`config.mk`:
```
export PLATFORM = sky130hd
export DESIGN_NAME = pasm_cell
export DESIGN_NICKNAME = d
export VERILOG_FILES = /design/src/design/pasm_pkg.sv /design/src/design/pasm_cell.sv
export SDC_FILE = /design/constraint.sdc
export NUM_CORES = 1
export LEC_CHECK = 0
export CAP_MARGIN = 0
export CELL_PAD_IN_SITES_DETAIL_PLACEMENT = 0
export CELL_PAD_IN_SITES_GLOBAL_PLACEMENT = 1
export CORE_ASPECT_RATIO = 0.9
export CORE_MARGIN = 4
export CORE_UTILIZATION = 56
export DETAILED_ROUTE_END_ITERATION = 16
export DONT_BUFFER_PORTS = 1
export PLACE_DENSITY_LB_ADDON = 0.1
export SETUP_SLACK_MARGIN = 0.05
export SKIP_CTS_REPAIR_TIMING = 1
export SLEW_MARGIN = 25
export SYNTH_ARGS = -nofsm -noshare
export SYNTH_HDL_FRONTEND = slang
export SYNTH_SLANG_ARGS = --single-unit
```
`constraint.sdc`:
```
create_clock -name clk -period 17.57 [get_ports clk]
set_input_delay 0.8785 -clock clk [delete_from_list [all_inputs] [get_ports clk]]
set_output_delay 0.8785 -clock clk [all_outputs]
set_load 0.01 [all_outputs]
```
`src/design/pasm_pkg.sv`:
```
package pasm_pkg;

  localparam int MAX_TERMS_DEF  = 32;
  localparam int COEF_WIDTH_DEF = 16;

  localparam int EXP_IN_W  = 5;
  localparam int COEF_IN_W = 16;
  localparam int EXP_OUT_W = 6;
  localparam int ACC_W     = 37;

  typedef enum logic [1:0] {
    REQ_LOAD_A  = 2'd0,
    REQ_LOAD_B  = 2'd1,
    REQ_COMPUTE = 2'd2
  } req_t;

  typedef enum logic [1:0] {
    OP_ADD = 2'd0,
    OP_SUB = 2'd1,
    OP_MUL = 2'd2
  } op_t;

  typedef enum logic [1:0] {
    ST_TERM    = 2'd0,
    ST_EMPTY   = 2'd1,
    ST_INVALID = 2'd2
  } status_t;

  typedef enum logic [2:0] {
    S_IDLE,
    S_ADDSUB,
    S_MUL,
    S_DRAIN,
    S_FIN
  } state_t;

  typedef struct packed {
    logic clr;
    logic shift;
  } cell_ctl_t;

endpackage

```
`src/design/pasm_cell.sv`:
```
module pasm_cell
  import pasm_pkg::*;
#(
  parameter int COEF_WIDTH = COEF_WIDTH_DEF
) (
  input  logic                         clk,
  input  cell_ctl_t                    ctl,
  input  logic signed [COEF_WIDTH-1:0] a,
  input  logic signed [COEF_WIDTH-1:0] b,
  input  logic        [ACC_W-1:0]      acc_in,
  output logic        [ACC_W-1:0]      acc_out
);

  logic signed [2*COEF_WIDTH-1:0] prod;
  logic        [ACC_W-1:0]        prod_ext;
  logic        [ACC_W-1:0]        acc_r;

  assign prod     = a * b;
  assign prod_ext = ACC_W'(64'(prod));
  assign acc_out  = acc_r;

  always_ff @(posedge clk) begin
    if (ctl.clr) begin
      acc_r <= '0;
    end else if (ctl.shift) begin
      acc_r <= acc_in + prod_ext;
    end
  end

endmodule

```
==> key figures, run 1 <==
Worst setup path
  • Top cell by count, worst path: fa_1
  • Highest net fanout along the worst path: 16
  • Delay of the slowest critical-path stage: around 700 ps
  • Crit end category: register
  • Buf/Inv on CP: 3
  • Worst EP arrival: 8690 ps
  • WP depth: 28
  • Cell family with most CP delay: adder cells
  • Crit path kind: input port to register
  • Crit path launch type: input port
  • Slowest cell on crit path: fa_1
  • WP data required: between 15000 and 20000 ps
  • R2R depth: 2

Final layout
  • Max reg flops: 37
  • Ant. Diodes: 0
  • Syn-to-layout area delta: 2.22%
  • Most common cell after layout, fill and taps aside: inv_1
  • Share of post-route cells with drive strength above 1: 1.27%
  • Most frequent cells in the layout: 302 x inv_1, 263 x fa_1, 145 x nand2_1
  • Final #Nets: 1873
  • Design Area, Final: about 13000 µm²

Synthesis
  • Syn_nets: 1911
  • Synth Area in Simple Gates: between 10% and 20%
  • Post-synth EDFFs: 0
  • Yosys warns: 0
  • Dominant cell type by area after synthesis: fa_1
  • Largest family of logic cells by synthesized area: adder cells
  • Post-Syn Area per Cell: 8.87 µm²
  • Main area contributors after synthesis: fa_1 41%, ha_1 12%, inv_1 8.8%, and2_1 6.1%, dfxtp_1 5.7%
  • Post-Synth Adder-Cell Area: a little over half
  • Post-Synth XOR/XNOR Area: between 4 and 5%
  • Async SR Flop Fraction: 0%
  • Share of the synthesized area in the top cell type: 40.7%
  • Ys flop type: dfxtp_1
  • Register area share after synthesis: approximately 5.7%
  • Compound-cell area share of the yosys netlist: 9.30%
  • Library cells used by synthesis: 60
  • Post-synthesis cell count: 1457
  • Synthesized cell area: roughly 13000 µm²
  • Post-synthesis mux area share: roughly 1.8%
  • Seq cells post-synth: 37

Clock tree
  • TritonCTS clock tree: done
  • # H-tree levels: 2
  • CTS root buffer: clkbuf_16
  • Clk_lat worst skew: 270 ps
  • CTS Sinks: 37
  • CTS clock-pin slew for the worst setup and hold paths: 50 ps
  • CTS Buffer Depth: 2
  • CTS Buf Count: 5

GRT
  • Largest net degree at the start of global routing: between 40 and 50
  • Vias in the first global route: between 9000 and 10000
  • First-pass GRT wire length: 49200 µm
  • Total track usage: 23.3%
  • GRT overflow: 0
  • Initial antenna violation count: 0

Floorplanning
  • Initial Util: 57.2%
  • Chip width: 168 µm
  • Die area: 25600 µm²
  • Die height: 152 µm
  • # rows: 52
  • Core Box Area: 22600 µm²
  • # IOs: 109

Drt
  • Avg WL per Cell: around 17 µm
  • Post-route ant nets: 0
  • Via count: 9362
  • Detailed Route WL: 28900 µm
  • DRC: 0
  • Violation count after the first detailed-route iteration: 463
  • Via density: 5.46
  • DRT Pass-1 Iters: 5

Timing
  • Hold slack: approximately 520 ps
  • Max Freq: 118 MHz
  • Final Critical Period: 8510 ps
  • Setup violations, final: 0
  • Slew Limit Headroom: 57.7%
  • Slew Viols, Final: 0
  • Final hold violation count: 0
  • Fin Setup TNS: 0 ps
  • Worst slew pin tran: 630 ps
  • Tcrit/Tclk final: 48.4%
  • Unrepaired setup endpoints after global routing: false
  • Skew final: 0 ps

Outcome
  • Status: finished clean

Placement
  • Detailed placement HPWL: roughly 25000 µm
  • Dpl cell area: 13100 µm²
  • Final GP Congestion: 0.889
  • I/O Buffers: 0

Job
  • Max-Cap Viols: 0

Hold path
  • Worst hold path type: register to register
  • Hold path cells: 2
[cells by family after synthesis]
family / after synthesis
buf+inv: 347
compound gates: 188
simple gates: 415
xor+xnor: 65
mux: 23
fa+ha+maj: 382
flops: 37
[layout make-up]
type | count | area (µm²)
inverter | 302 | 1130
clock buffer | 7 | 143
fill | 2036 | 9370
sequential | 37 | 741
tap | 297 | 372
multi-input combinational | 1073 | 10800
[per-stage QoR]
stage               utilization (%)  instances  setup slack (ps)
floorplan                         -       1457              9510
global placement               57.9       1709              8990
detailed placement             57.9       1709              8880
CTS                            58.5       1716              9140
global route                   58.5       1716              8490
finish                         58.5       1716              9060
[worst paths after layout]
| path | from | endpoint | slack (ps) |
|---|---|---|---|
| min | acc_out[7] | acc_out[7] | 520 |
| max reg2reg | acc_out[13] | acc_out[13] | 16650 |
| min reg2reg | acc_out[7] | acc_out[7] | 520 |
| max | b[1] | acc_out[36] | 9060 |
[synth_stat cells, types with 3 or more instances]
library cell	n
a211oi_1	9
nand3b_1	5
o21ai_0	36
ha_1	119
o31ai_1	6
o211ai_1	4
a211o_1	4
o311ai_0	3
clkbuf_1	36
nand2b_1	21
o21bai_1	6
nand2_1	145
nor2_1	72
nor3b_1	3
nand4_1	8
buf_1	4
or3_1	5
and2_1	126
xnor2_1	49
fa_1	263
dfxtp_1	37
o22ai_1	7
a21oi_1	59
o21a_1	7
nor2b_1	4
mux2i_1	23
nor3_1	4
a21o_1	17
a31oi_1	8
inv_1	302
xor2_1	16
nand3_1	11
[worst reg2reg max path: cells and delay by family, from the launching register on]
| kind | cells | cell delay, ps |
|---|---|---|
| buf+inv | 1 | 60 |
| flops | 1 | 390 |
| compound gates | 1 | 350 |
[routing by layer]
metal	track usage [%]	wire, µm	vias to the layer above
li1	-	-	4426
met1	32.9	12600	4706
met2	39.7	14700	204
met3	3.22	1360	26
met4	2.98	298	0
met5	0	0	-
Power of run 1 is left out: the tool's default activity adds up to more than one toggle a clock period on the data nets, which glitch-free logic cannot reach.
==> run 2: changes to the inputs <==
--- a/config.mk
+++ b/config.mk
@@ -5,12 +5,13 @@
 export SDC_FILE = /design/constraint.sdc
 export NUM_CORES = 1
 export LEC_CHECK = 0
+export ABC_AREA = 1
 export CAP_MARGIN = 0
 export CELL_PAD_IN_SITES_DETAIL_PLACEMENT = 0
 export CELL_PAD_IN_SITES_GLOBAL_PLACEMENT = 1
 export CORE_ASPECT_RATIO = 0.9
 export CORE_MARGIN = 4
-export CORE_UTILIZATION = 56
+export CORE_UTILIZATION = 49
 export DETAILED_ROUTE_END_ITERATION = 16
 export DONT_BUFFER_PORTS = 1
 export PLACE_DENSITY_LB_ADDON = 0.1
==> constraint.sdc (replaced) <==
create_clock -name clk -period 8.8 [get_ports clk]
set_input_delay 0.44 -clock clk [delete_from_list [all_inputs] [get_ports clk]]
set_output_delay 0.44 -clock clk [all_outputs]
set_load 0.01 [all_outputs]
==> key figures, run 2 <==
Outcome
  • Status: finished clean

Floorplanning
  • # rows: 58 (+12%)
  • # IOs: 109 (unchanged)
  • Core Box Area: 28300 µm² (+25%)
  • Initial Util: 50.4% (-6.8 points)
  • Chip width: 188 µm (+12%)
  • Die height: 170 µm (+12%)
  • Die area: 31900 µm² (+25%)

Clock tree
  • CTS Sinks: 37 (unchanged)
  • CTS Buf Count: 5 (unchanged)
  • TritonCTS clock tree: done
  • # H-tree levels: 2 (unchanged)
  • CTS root buffer: clkbuf_16
  • Clk_lat worst skew: 290 ps (+20 ps)
  • CTS clock-pin slew for the worst setup and hold paths: 60 ps (about the same)
  • CTS Buffer Depth: 2 (unchanged)

Final layout
  • Final #Nets: 2394 (+28%)
  • Design Area, Final: 14600 µm² (+10%)
  • Most common cell after layout, fill and taps aside: inv_1
  • Ant. Diodes: 0 (unchanged)
  • Most frequent cells in the layout: 561 x inv_1, 450 x nand2_1, 263 x fa_1
  • Share of post-route cells with drive strength above 1: 2.11% (+0.84 points)
  • Max reg flops: 37 (unchanged)
  • Syn-to-layout area delta: 2.17% (about the same)
  • Filler cells: 2892 (+42%)

GRT
  • Vias in the first global route: 11737 (+21%)
  • Largest net degree at the start of global routing: 54 (+13%)
  • Initial antenna violation count: 0 (unchanged)
  • First-pass GRT wire length: 63600 µm (+29%)
  • Total track usage: 24.9% (+1.6 points)
  • GRT overflow: 0 (unchanged)

Drt
  • Via density: 5.19 (-4.9%)
  • Avg WL per Cell: 16.9 µm (+0.51%)
  • Violation count after the first detailed-route iteration: 922 (+99%)
  • Post-route ant nets: 0 (unchanged)
  • Detailed Route WL: 38900 µm (+35%)
  • Via count: 11935 (+27%)
  • DRC: 0 (unchanged)
  • DRT Pass-1 Iters: 5 (unchanged)

Timing
  • Slew Limit Headroom: 50.4% (-7.3 points)
  • Final hold violation count: 0 (unchanged)
  • Slack of the critical path: 1490 ps (-7570 ps)
  • Final Critical Period: 7310 ps
  • Unrepaired setup endpoints after global routing: false
  • Max Freq: about 140 MHz
  • Fin Setup TNS: 0 ps (unchanged)
  • Worst slew pin tran: 743 ps (+114 ps)
  • Setup violations, final: 0 (unchanged)
  • Tcrit/Tclk final: roughly 83%
  • Slew Viols, Final: 0 (unchanged)
  • Skew final: 0 ps (unchanged)

Placement
  • I/O Buffers: 0 (unchanged)
  • Dpl cell area: 14400 µm² (+10%)
  • Detailed placement HPWL: 33100 µm (+35%)
  • Setup WS pre-CTS: 1280 ps (-7600 ps)
  • Final GP Congestion: 0.974 (+9.6%)

Synthesis
  • Post-Synth XOR/XNOR Area: 2.64% (-1.8 points)
  • Post-Syn Area per Cell: 7.13 µm² (-20%)
  • Compound-cell area share of the yosys netlist: 7.55% (-1.8 points)
  • Async SR Flop Fraction: 0% (unchanged)
  • Ys flop type: dfxtp_1
  • Yosys warns: 0 (unchanged)
  • Largest family of logic cells by synthesized area: adder cells
  • Syn_nets: 2456 (+29%)
  • Seq cells post-synth: 37 (unchanged)
  • Top cells by count, synth: 561 x inv_1, 450 x nand2_1, 263 x fa_1
  • Synth Area in Simple Gates: 20.5% (+4.5 points)
  • Register area share after synthesis: 5.19% (-0.54 points)
  • Synthesized cell area: 14300 µm² (+10%)
  • Dominant cell type by area after synthesis: fa_1
  • Library cells used by synthesis: 46 (-23%)
  • Post-synthesis mux area share: 0% (-1.8 points)
  • Post-Synth Adder-Cell Area: 47.3% (-4.9 points)
  • Post-synthesis cell count: 2002 (+37%)
  • Main area contributors after synthesis: fa_1 37%, inv_1 15%, nand2_1 12%, ha_1 10%, dfxtp_1 5.2%
  • Most frequent cell after synthesis: inv_1
  • Post-synth EDFFs: 0 (unchanged)
  • Share of the synthesized area in the top cell type: 36.9% (-3.8 points)

Worst setup path
  • Crit path kind: input port to register
  • Worst EP arrival: 7500 ps (-1190 ps)
  • R2R depth: 4 (+2)
  • Crit path launch type: input port
  • Crit end category: register
  • Highest net fanout along the worst path: 16 (unchanged)
  • Delay of the slowest critical-path stage: 700 ps (about the same)
  • Top cell by count, worst path: fa_1
  • WP data required: 9000 ps (-8760 ps)
  • Slowest cell on crit path: fa_1

Hold path
  • Hold path cells: 2 (unchanged)
  • Worst hold path type: input port to register

Job
  • Max-Cap Viols: 0 (unchanged)
-- run 2: changes by cell type after synthesis, sizes merged, moves of 34 or more --
cell	delta
o21ai	+39
nand2	+315
nor2	+92
inv	+260
xnor2	-34
nand3	+41
and2	-127
-- run 2: final cells by class --
cell class	instances	area (µm²)	area share [%]
Multi-Input combinational cell	1334	11100	76.4
Inverter	562	2110	14.5
Clock inverter	3	17.5	0.120
Clock buffer	5	125	0.858
Tap cell	360	450	3.09
Sequential cell	37	741	5.08
-- run 2: cell families (layout without fill, tap and decap cells) --
family / Yosys count / in the layout
AND/OR/NAND/NOR: 718 / 718
buffers and inverters: 631 / 570
adder cells (fa/ha/maj): 382 / 382
AO/OA/AOI/OAI: 191 / 191
XOR/XNOR: 43 / 43
flip-flops: 37 / 37
-- run 2: critical path: cells and delay by family --
kind            cells  cell delay, ps
compound gates      1             100
xor+xnor            1             150
fa+ha+maj           8            3870
buf+inv             5             730
simple gates       12            2210
-- run 2: worst paths after layout --
kind	startpoint	end	slack, ps
min	ctl[0]	acc_out[20]	300
min reg2reg	acc_out[12]	acc_out[12]	550
max reg2reg	acc_out[21]	acc_out[21]	8020
max	b[1]	acc_out[35]	1490
-- run 2: stage by stage --
step | util [%] | cells | hold slack [ps]
global placement | 51.0 | 2293 | 539
detailed placement | 51.0 | 2293 | 542
global route | 51.5 | 2301 | 293
floorplan | - | 2002 | 516
finish | 51.5 | 2301 | 305
CTS | 51.5 | 2301 | 292
-- run 2: routing by layer --
layer	vias up	part of all wire, %	track usage [%]
met5	-	0	0
met4	0	0.70	2.04
met3	20	6.9	3.96
met2	353	46	39.9
met1	5837	47	37.5
li1	5725	-	-
Power of run 2 is left out for the same reason.
==> run 3: changes to the inputs <==
==> constraint.sdc (replaced) <==
create_clock -name clk -period 7.09 [get_ports clk]
set_input_delay 0.3545 -clock clk [delete_from_list [all_inputs] [get_ports clk]]
set_output_delay 0.3545 -clock clk [all_outputs]
set_load 0.01 [all_outputs]
==> key figures, run 3 (same netlist as run 2, synthesis figures left out) <==
Worst setup path
  • R2R setup slack: 6260 ps (-1760 ps)
  • RR Endpoint: acc_out[36]
  • Crit path launch type: input port
  • Delay of the slowest critical-path stage: 490 ps (-210 ps)
  • Worst EP arrival: 6910 ps (-590 ps)
  • WP data required: 7290 ps (-1710 ps)
  • Crit path kind: input port to register
  • Reg2reg start: acc_out[36]
  • Critical path origin: b[15]
  • Crit end category: register
  • Highest net fanout along the worst path: 8 (-8)
  • R2R depth: 4 (unchanged)
  • Slowest cell on crit path: fa_1

Final layout
  • Register area: 741 µm² (unchanged)
  • Syn-to-layout area delta: 5.54%
  • Share of post-route cells with drive strength above 1: 5.45% (+3.3 points)
  • Filler cells: 2880 (-0.41%)
  • Ant. Diodes: 0 (unchanged)
  • Final #Nets: 2434 (+1.7%)
  • Area occupied by multi-input gates: 11300 µm² (+1.3%)
  • Max reg flops: 37 (unchanged)
  • Most common cell after layout, fill and taps aside: inv_1
  • Most frequent cells in the layout: 558 x inv_1, 447 x nand2_1, 263 x fa_1
  • Design Area, Final: 15100 µm² (+3.3%)

Floorplanning
  • # IOs: 109 (unchanged)
  • Core Box Area: 28300 µm² (unchanged)
  • Die height: 170 µm (unchanged)
  • Chip width: 188 µm (unchanged)
  • Die area: 31900 µm² (unchanged)
  • Initial Util: 50.4% (unchanged)
  • # rows: 58 (unchanged)

Clock tree
  • Clk_lat worst skew: 300 ps (about the same)
  • CTS Buf Count: 5 (unchanged)
  • CTS root buffer: clkbuf_16
  • TritonCTS clock tree: done
  • CTS Sinks: 37 (unchanged)
  • CTS clock-pin slew for the worst setup and hold paths: 70 ps (about the same)
  • # H-tree levels: 2 (unchanged)
  • CTS Buffer Depth: 2 (unchanged)

Timing
  • Skew final: 0 ps (unchanged)
  • Max Freq: 149 MHz
  • Worst slew pin tran: 724 ps (-19.0 ps)
  • Unrepaired setup endpoints after global routing: false
  • Slew Limit Headroom: 51.3% (+0.95 points)
  • Tcrit/Tclk final: 94.8%
  • Slew Viols, Final: 0 (unchanged)
  • Final hold violation count: 0 (unchanged)
  • Hold slack: 217 ps (-87.8 ps)
  • Final Critical Period: 6720 ps
  • Setup violations, final: 0 (unchanged)

Placement
  • I/O Buffers: 0 (unchanged)
  • Final GP Congestion: 0.935 (-4.0%)
  • Detailed placement HPWL: 34900 µm (+5.5%)
  • Dpl cell area: 14700 µm² (+1.9%)

GRT
  • GRT overflow: 0 (unchanged)
  • Total track usage: 25.9% (+0.97 points)
  • First-pass GRT wire length: 65700 µm (+3.4%)
  • Initial antenna violation count: 0 (unchanged)
  • Vias in the first global route: 12168 (+3.7%)
  • Largest net degree at the start of global routing: 54 (unchanged)

Drt
  • Violation count after the first detailed-route iteration: 605 (-34%)
  • Detailed Route WL: 40200 µm (+3.3%)
  • Via density: 5.12 (-1.4%)
  • DRT Pass-1 Iters: 5 (unchanged)
  • Via count: 11976 (+0.34%)
  • Post-route ant nets: 0 (unchanged)
  • DRC: 0 (unchanged)
  • Avg WL per Cell: 17.2 µm (+1.5%)

Hold path
  • Hold path cells: 2 (unchanged)
  • Hold EP: acc_out[23]
  • Worst hold path type: input port to register
  • Hold_sp: ctl[0]

Job
  • Max-Cap Viols: 0 (unchanged)

Outcome
  • Status: finished clean
[run 3: area by class of cell]
cell class / instances / area share, %
inverter: 562 / 14.1
tap: 360 / 2.99
clock inverter: 2 / 0.249
sequential: 37 / 4.92
multi-input combinational: 1334 / 74.9
clock buffer: 6 / 0.922
timing repair buffer: 40 / 1.99
[run 3: per-stage QoR]
stage | setup slack (ps) | util [%] | cells | TNS (ps)
after floorplan | 322 | - | 2002 | 0
after global placement | -34.0 | 51.9 | 2329 | -40.5
after detailed placement | -26.2 | 51.9 | 2329 | -42.2
after CTS | 242 | 52.6 | 2337 | 0
after global routing | 27.5 | 53.2 | 2341 | 0
final | 372 | 53.2 | 2341 | 0
[run 3: layer usage]
metal	wire [µm]	up-vias	track usage, %
li1	-	5797	-
met1	18900	5826	38.4
met2	17900	320	40.8
met3	2870	33	4.94
met4	516	0	3.38
met5	0	-	0
[run 3: worst max-delay path by stage]
stage	end	cells after the start
floorplan	acc_out[35]	35
global placement	acc_out[23]	31
detailed placement	acc_out[23]	31
CTS	acc_out[33]	28
global route	acc_out[33]	31
finish	acc_out[30]	29
[run 3: critical path, delay by kind of cell]
family | cells | cell delay [ps]
fa+ha+maj | 8 | 3520
simple gates | 8 | 1450
compound gates | 5 | 850
buf+inv | 7 | 560
xor+xnor | 1 | 190
Power of run 3 is left out for the same reason.
